==> src/rtl/timed_event_sorted_insert_queue_assert.svh <==
// Assertion macros for the sorted event queue.
`ifndef TIMED_EVENT_SORTED_INSERT_QUEUE_ASSERT_SVH
`define TIMED_EVENT_SORTED_INSERT_QUEUE_ASSERT_SVH
`ifndef SYNTH
`define TSIQ_ASSERT_NOW(lbl, ante, cons, msg) \
  lbl: assert property (@(posedge clk) disable iff (!rst_n) (ante) |-> (cons)) \
    else $error(msg);
`define TSIQ_ASSERT_NEXT(lbl, ante, cons, msg) \
  lbl: assert property (@(posedge clk) disable iff (!rst_n) (ante) |=> (cons)) \
    else $error(msg);
`else
`define TSIQ_ASSERT_NOW(lbl, ante, cons, msg)
`define TSIQ_ASSERT_NEXT(lbl, ante, cons, msg)
`endif
`endif

==> src/rtl/tsiq_pkg.sv <==
`timescale 1ns / 1ps

package tsiq_pkg;

  localparam logic [1:0] OP_INSERT = 2'd0;
  localparam logic [1:0] OP_CLEAR  = 2'd1;
  localparam logic [1:0] OP_READ   = 2'd2;

  localparam logic [7:0]  STATUS_SYS = 8'hF0;
  localparam logic [3:0]  CHAN_MASK  = 4'hF;
  localparam logic [15:0] CAP_RESET  = 16'd1024;

  localparam logic [3:0] CMD_NOTE_OFF   = 4'h8;
  localparam logic [3:0] CMD_NOTE_ON    = 4'h9;
  localparam logic [3:0] CMD_POLY       = 4'hA;
  localparam logic [3:0] CMD_CTRL       = 4'hB;
  localparam logic [3:0] CMD_PROG       = 4'hC;
  localparam logic [3:0] CMD_CHAN_PRESS = 4'hD;
  localparam logic [3:0] CMD_BEND       = 4'hE;

  localparam logic [2:0] RANK_CTRL = 3'd0;
  localparam logic [2:0] RANK_NONE = 3'd7;

  typedef struct packed {
    logic [31:0] ev_time;
    logic [31:0] ev_tag;
    logic [1:0]  len;
    logic [23:0] data;
  } entry_t;

  typedef struct packed {
    logic   vld;
    logic   shift;
    entry_t ent;
  } tok_t;

  typedef struct packed {
    logic        accepted;
    logic [6:0]  insert_position;
    logic [6:0]  entry_count;
    logic [15:0] used_bytes;
    logic        read_valid;
    entry_t      rd;
  } res_t;

  function automatic logic [2:0] cmd_rank(input logic [7:0] st);
    logic [2:0] r;
    case (st[7:4])
      CMD_CTRL:       r = 3'd0;
      CMD_PROG:       r = 3'd1;
      CMD_NOTE_OFF:   r = 3'd2;
      CMD_NOTE_ON:    r = 3'd3;
      CMD_POLY:       r = 3'd4;
      CMD_CHAN_PRESS: r = 3'd5;
      CMD_BEND:       r = 3'd6;
      default:        r = RANK_NONE;
    endcase
    return r;
  endfunction

  function automatic logic stays_first(input logic [7:0] n, input logic [7:0] s);
    logic [2:0] rn;
    logic [2:0] rs;
    logic       r;
    rn = cmd_rank(n);
    rs = cmd_rank(s);
    if (n >= STATUS_SYS || s >= STATUS_SYS || (n[3:0] & CHAN_MASK) != (s[3:0] & CHAN_MASK)) begin
      r = 1'b1;
    end else if (rs == RANK_CTRL) begin
      r = 1'b1;
    end else if (rs == RANK_NONE || rn == RANK_NONE) begin
      r = 1'b0;
    end else begin
      r = (rn >= rs);
    end
    return r;
  endfunction

endpackage

==> src/rtl/tsiq_cell.sv <==
`timescale 1ns / 1ps

module tsiq_cell #(
  parameter int IW  = 6,
  parameter int IDX = 0
) (
  input  logic              clk,
  input  logic              rst_n,
  input  logic              clr,
  input  tsiq_pkg::tok_t    tok_in,
  output tsiq_pkg::tok_t    tok_out,
  input  logic              rd_en,
  input  logic [IW-1:0]     rd_sel,
  input  tsiq_pkg::entry_t  rd_in,
  output tsiq_pkg::entry_t  rd_out,
  output logic              occ,
  output logic              srch
);

  tsiq_pkg::entry_t ent_r;
  tsiq_pkg::entry_t rd_r;
  tsiq_pkg::tok_t   tok_r;
  tsiq_pkg::tok_t   tok_nxt;
  logic             occ_r;
  logic             pred;
  logic             take;

  always_comb begin
    pred = (ent_r.ev_time > tok_in.ent.ev_time) ||
           ((ent_r.ev_time == tok_in.ent.ev_time) &&
            !tsiq_pkg::stays_first(tok_in.ent.data[7:0], ent_r.data[7:0]));
    take = tok_in.vld && (!occ_r || tok_in.shift || pred);
    tok_nxt = '0;
    if (tok_in.vld && occ_r) begin
      if (!tok_in.shift && !pred) begin
        tok_nxt = tok_in;
      end else begin
        tok_nxt.vld   = 1'b1;
        tok_nxt.shift = 1'b1;
        tok_nxt.ent   = ent_r;
      end
    end
  end

  always_ff @(posedge clk) begin
    if (!rst_n) begin
      occ_r <= 1'b0;
      tok_r <= '0;
    end else begin
      tok_r <= tok_nxt;
      if (clr) begin
        occ_r <= 1'b0;
      end else if (take) begin
        occ_r <= 1'b1;
      end
    end
  end

  always_ff @(posedge clk) begin
    if (take) begin
      ent_r <= tok_in.ent;
    end
    if (rd_en) begin
      rd_r <= (rd_sel == IW'(IDX)) ? ent_r : rd_in;
    end
  end

  assign tok_out = tok_r;
  assign rd_out  = rd_r;
  assign occ     = occ_r;
  assign srch    = tok_in.vld && !tok_in.shift;

endmodule

==> config.mk <==
export PLATFORM = sky130hd
export DESIGN_NAME = tsiq_cell
export DESIGN_NICKNAME = d
export VERILOG_FILES = /design/src/rtl/timed_event_sorted_insert_queue_assert.svh /design/src/rtl/tsiq_pkg.sv /design/src/rtl/tsiq_cell.sv
export SDC_FILE = /design/constraint.sdc
export NUM_CORES = 1
export LEC_CHECK = 0
export ABC_AREA = 1
export BUFFER_PORTS_ARGS = -buffer_cell sky130_fd_sc_hd__buf_2
export CORE_MARGIN = 2
export CORE_UTILIZATION = 55
export DETAILED_ROUTE_END_ITERATION = 12
export HOLD_SLACK_MARGIN = 0.05
export PLACE_DENSITY_LB_ADDON = 0.1
export SYNTH_ARGS = -nofsm -noshare
export SYNTH_HDL_FRONTEND = slang
export SYNTH_SLANG_ARGS = --single-unit
==> constraint.sdc <==
create_clock -name clk -period 6.7 [get_ports clk]
set_input_delay 1.005 -clock clk [delete_from_list [all_inputs] [get_ports clk]]
set_output_delay 1.005 -clock clk [all_outputs]
set_load 0.05 [all_outputs]
# Yosys cells after proc, flatten, opt, wreduce, memory -nomap -nowiden
# Index checks and enable logic that the tools add are counted.
# op_classes
magnitude_cmp	4
bitwise_logic	1
eq_ne	18
mux	7
n_reduce_logical	19
# ops
cell	count
92-bit two-way mux	1
90-bit two-way mux	1
4-bit == test (second input constant)	14
3-bit one-hot mux with 7 select lines	2
32-bit == test	1
32-bit greater-than comparator	1
8-bit greater-or-equal comparator (second input constant)	2
3-bit == test (second input constant)	2
6-bit zero test	1
1-bit logical OR	6
1-bit logical AND	5
1-bit zero test	4
4-bit != test	1
3-bit greater-or-equal comparator	1
3-bit zero test	1
1-bit two-way mux	3
2-bit AND reduction	1
2-bit OR reduction	1
1-bit inverter	1
# totals
out_inout_bits	184
in_bits	192
ff_bits	273
word_cells	64

# Logic depth before layout (Yosys ltp)
# logic_depth
depth_word	13
depth_mapped	19
depth_no_buf	17

# Least setup slack after synthesis
# OpenSTA, ideal clock, no wires.
# synth_path
kind	input port to flip-flop
start	input port tok_in[5] (netlist name)
end	register ent_r[0] (netlist name) (enable)
setup_ns	0.444
n_path_buf	2
arrival_time_ns	4.130
slack_ns	2.126
path_stages	14
required_time_ns	6.256
cell_sequence	inv_1 > o211ai_1 > ha_1 > a21oi_1 > o211ai_1 > nand3_1 > nand2_1 > nor2_1 > nor2_2 > buf_6 > buf_6 > nand3_1 > nand2_1 > inv_1
# synth_via
elab_chain_cells	12
word_cells_on_any_way	22
cone_classes	order compare: 2; eq/ne: 8; mux: 4; reduce/logical: 8
# synth_rtl
item	line	rtl
from (decl)	tsiq_cell.sv:10	input tsiq_pkg::tok_t tok_in,
branches (longest 6 deep; another with 3-bit greater-or-equal comparator)	--	
1-bit two-way mux (*)	tsiq_pkg.sv:67	if (n >= STATUS_SYS || s >= STATUS_SYS || (n[3:0] & CHAN_MASK) != (s[3:0] & CHAN_MASK)) begin
1-bit zero test (*)	tsiq_cell.sv:31	!tsiq_pkg::stays_first(tok_in.ent.data[7:0], ent_r.data[7:0]));
1-bit logical AND (*)	tsiq_cell.sv:30	((ent_r.ev_time == tok_in.ent.ev_time) &&
1-bit logical OR (*)	tsiq_cell.sv:29	pred = (ent_r.ev_time > tok_in.ent.ev_time) ||
1-bit logical OR (*)	tsiq_cell.sv:32	take = tok_in.vld && (!occ_r || tok_in.shift || pred);
1-bit logical AND (*)	tsiq_cell.sv:32	
named net take	tsiq_cell.sv:26	logic take;
to (signal assigned)	tsiq_cell.sv:61	ent_r <= tok_in.ent;
to (decl)	tsiq_cell.sv:20	tsiq_pkg::entry_t ent_r;
# Mark *: on every way through the listed nets, which the timed path passes.
# A chain may end at the register's enable or synchronous reset.

# Final worst setup path
# layout_path
start	input port tok_in[73] (netlist name)
end	register ent_r[72] (netlist name) (enable)
# layout_via
elab_chain_cells	5
word_cells_on_any_way	6
cone_classes	order compare: 1; eq/ne: 1; reduce/logical: 4
# layout_rtl
item	line
branches (longest 2 deep; another with 32-bit greater-than comparator)	--
1-bit logical OR (*)	tsiq_cell.sv:29
1-bit logical OR (*)	tsiq_cell.sv:32
1-bit logical AND (*)	tsiq_cell.sv:32
named net take	tsiq_cell.sv:26
# Marks and branches as above.

==> flow_metrics.py <==
metrics = {
    "status": {
        "status": "finished, final reports clean",
    },
    "setup_path": {
        "crit_path_max_fanout": 67,
        "cp-startpoint": "tok_in[73]",
        "cp_data_arrival_time_ns": 4.07,
        "path_cells": "buf_2 -> inv_1 -> ha_1 -> nand2_1 -> nor2_1 -> nand2_1 -> nor2_1 -> nand3_1 -> nor2_1 -> nor2_4 -> nand3_1 -> nand2_1 -> inv_4 -> buf_4",
        "regToRegSetupSlack_ns": 2.97,
        "reg2reg_depth": 12,
        "critPathRequiredTime_ns": 6.89,
        "cp_num_cells": 14,
        "crit_slowest_cell": "inv_4",
        "cp-endpoint": "ent_r[72]",
        "crit_buf_inv": 4,
        "timing.rr.start": "ent_r[73]",
        "critPathCaptureType": "register",
        "r2r-end": "ent_r[72]",
        "critical_path_class": "input port to register",
        "cp_top_family": "simple AND/OR/NAND/NOR gates",
        "cpPeakStageDelay_ns": 0.69,
        "setup.worst_path.start_class": "input port",
    },
    "logic_synthesis": {
        "ys_seq_elements": 273,
        "ys_warn_count": 0,
        "synth-compound-area-share_pct": 5.591,
        "synthCells": 1063,
        "yosys.area_share.simple_pct": 13.31,
        "yosys.area_share.xor_xnor_pct": 0,
        "yosysSeqAreaShare_pct": 62.44,
        "yosys.area_share.adder_pct": 3.763,
        "async_flop_share_pct": 0,
        "syn_area_um2": 11640,
        "synth_top_family_by_area": "simple AND/OR/NAND/NOR gates",
        "syn_avg_cell_area_um2": 10.95,
        "synth.area.mux_share_pct": 7.838,
        "ys.flop_type": "edfxtp_1",
        "ys_types": 22,
        "syn-num-nets": 1290,
        "synth_edf_count": 180,
    },
    "cts": {
        "clock_path_buffers": 3,
        "cts_root_buffer": "clkbuf_16",
        "cts-resized-gates": 0,
        "cts_hold_buf": 0,
        "clkSinkCount": 273,
        "htreeDepth": 1,
        "cts_buffers": 28,
        "post_cts.repair.setup_buffers": 0,
        "tritoncts": "built",
        "clk_latency_ns": 0.53,
        "clk_pin_slew_worst_paths_ns": 0.06,
    },
    "timing": {
        "slew_viol_final": 0,
        "tns_ns": 0,
        "rsz0062_at_grt": "no",
        "worst_pin_slew_ns": 1.172,
        "fmax_ghz": 0.2573,
        "setup_ws_ns": 2.814,
        "finClkSkew_ns": 0.01356,
        "maxSlewHeadroom_pct": 21.86,
        "fin_crit_sh_pct": 58.00,
        "finalHoldViolations": 0,
        "finalHoldWorstSlack_ns": 0.4969,
        "min_period_ns": 3.886,
        "finalSetupViolCount": 0,
    },
    "routing": {
        "routed_wl_mm": 29.51,
        "drtAntennaViolNets": 0,
        "wl_per_cell_um": 17.17,
        "first_iter_violations": 476,
        "drc": 0,
        "firstDrtPassIters": 5,
        "vias_per_cell": 5.115,
        "vias": 8793,
    },
    "grt": {
        "grt_overflow_total": 0,
        "grt_pass1_wl_mm": 44.30,
        "track_usage_pct": 25.45,
        "grt_max_degree": 113,
        "antenna_found_initial": 10,
        "grt_pass1_vias": 8300,
    },
    "pwr": {
        "seqPwrFrac_pct": 48.9,
        "power_frac_comb_pct": 12.9,
        "power.internal_mw": 2.912,
        "vdd_ir_drop_max_uv": 218.8,
        "switching_power_mw": 1.000,
        "p_total_mw": 3.913,
        "switching_share_pct": 25.56,
        "p_leak_nw": 6.674,
        "clkPwrFrac_pct": 38.2,
        "p_per_area_nw_per_um2": 270.6,
    },
    "placement": {
        "gp_congestion": 0.8181,
        "dp_slack_ns": 2.303,
        "hpwl_mm": 20.25,
        "portBuffers": 375,
    },
    "die": {
        "dieArea_um2": 22340,
        "ios": 376,
        "rows": 53,
        "dieWidth_um": 149.5,
        "die_h_um": 149.5,
        "start_util_pct": 55.71,
        "core-area_um2": 20890,
    },
    "min_path": {
        "min-delay-start": "ent_r[18]",
        "hp-class": "register to register",
    },
    "final_layout": {
        "area.growth.synth_to_final_pct": 24.23,
        "nets": 1644,
        "drive_above_1_share_pct": 35.51,
        "fill_cells": 1655,
        "final_util_pct": 69.21,
    },
    "flow_run": {
        "cap_violations": 0,
    },
}
cells in the mapped netlist, types with 2 or more instances:
library cell / count / share of area (%)
ha_1: 35 / 3.8
buf_6: 20 / 1.9
dfxtp_1: 93 / 16
buf_1: 9 / 0.29
o21ai_0: 17 / 0.73
nand3_1: 100 / 4.3
buf_2: 23 / 0.99
edfxtp_1: 180 / 46
o211ai_1: 2 / 0.13
mux2_2: 81 / 7.8
nor3_1: 3 / 0.13
nand2_1: 157 / 5.1
a21oi_1: 107 / 4.6
clkbuf_1: 7 / 0.23
nor2_1: 110 / 3.5
inv_1: 111 / 3.6
nand4_1: 3 / 0.16
how the worst min path moves through the flow:
stage	slack (ns)	endpoint	cells past startpoint
after floorplan	0.47	tok_out[10]	2
after global placement	0.48	tok_out[17]	2
after detailed placement	0.49	tok_out[52]	2
after CTS	0.50	tok_out[39]	2
after global routing	0.52	tok_out[52]	2
final	0.50	tok_out[18]	2
layout make-up:
cell class              count  area (um2)  share of cell area (%)
clock inverters             6       31.28                  0.2164
multi-input cells         619        3570                   24.69
repair buffers            383        1939                   13.41
clock buffers              46       869.6                   6.015
well taps                 275       344.1                   2.380
diodes                      5       12.51                 0.08654
inverters                 112       424.2                   2.934
flip-flops and latches    273        7267                   50.26
placed cells by master, fill, tap and decap left out, types with 2 or more instances in the layout:
cell type and count:
buf_2 374, edfxtp_1 180, nand2_1 155, inv_1 110, nor2_1 110, a21oi_1 107
nand3_1 100, dfxtp_1 93, mux2_2 81, ha_1 35, clkbuf_16 29, o21ai_0 17
clkbuf_1 9, buf_4 9, clkbuf_8 8, diode_2 5, clkinv_2 5, nand4_1 3
nor3_1 3, nand2_4 2, o211ai_1 2
sequential cells by signal (all words and copies together) (netlist names):
| name | cells |
|---|---|
| ent_r | 90 |
| rd_out | 90 |
| occ | 1 |
| tok_out | 92 |
cells by family after synthesis:
logic type,count (synthesis)
compound gates,128
fa+ha+maj,35
buf+inv,171
flops,273
mux,81
simple gates,375
worst min-delay path, stage by stage, from the launching register on:
cell,delay (ns)
edfxtp_1,0.34
a21oi_1,0.04
nor2_1,0.08
through the flow:
step | std cells | area [um2]
after floorplan | 1063 | 11640
after global placement | 1662 | 13540
after detailed placement | 1662 | 13540
after CTS | 1714 | 14450
after global routing | 1716 | 14450
final | 1719 | 14460
power groups by stage:
stage	Sequential, mW	Combinational (mW)	Clock (mW)
global route	1.92	0.549	1.59
CTS	1.92	0.504	1.53
global placement	1.95	0.493	0
detailed placement	1.95	0.502	0
finish	1.91	0.503	1.49
floorplan	2.08	0.215	0
routing by layer:
metal | share of wire (%) | global-route usage [%]
met1 | 39 | 31.63
met2 | 48 | 42.57
met3 | 10 | 7.988
met4 | 2.8 | 8.000
met5 | 0.27 | 0
Power figures use the tool's default switching activity.
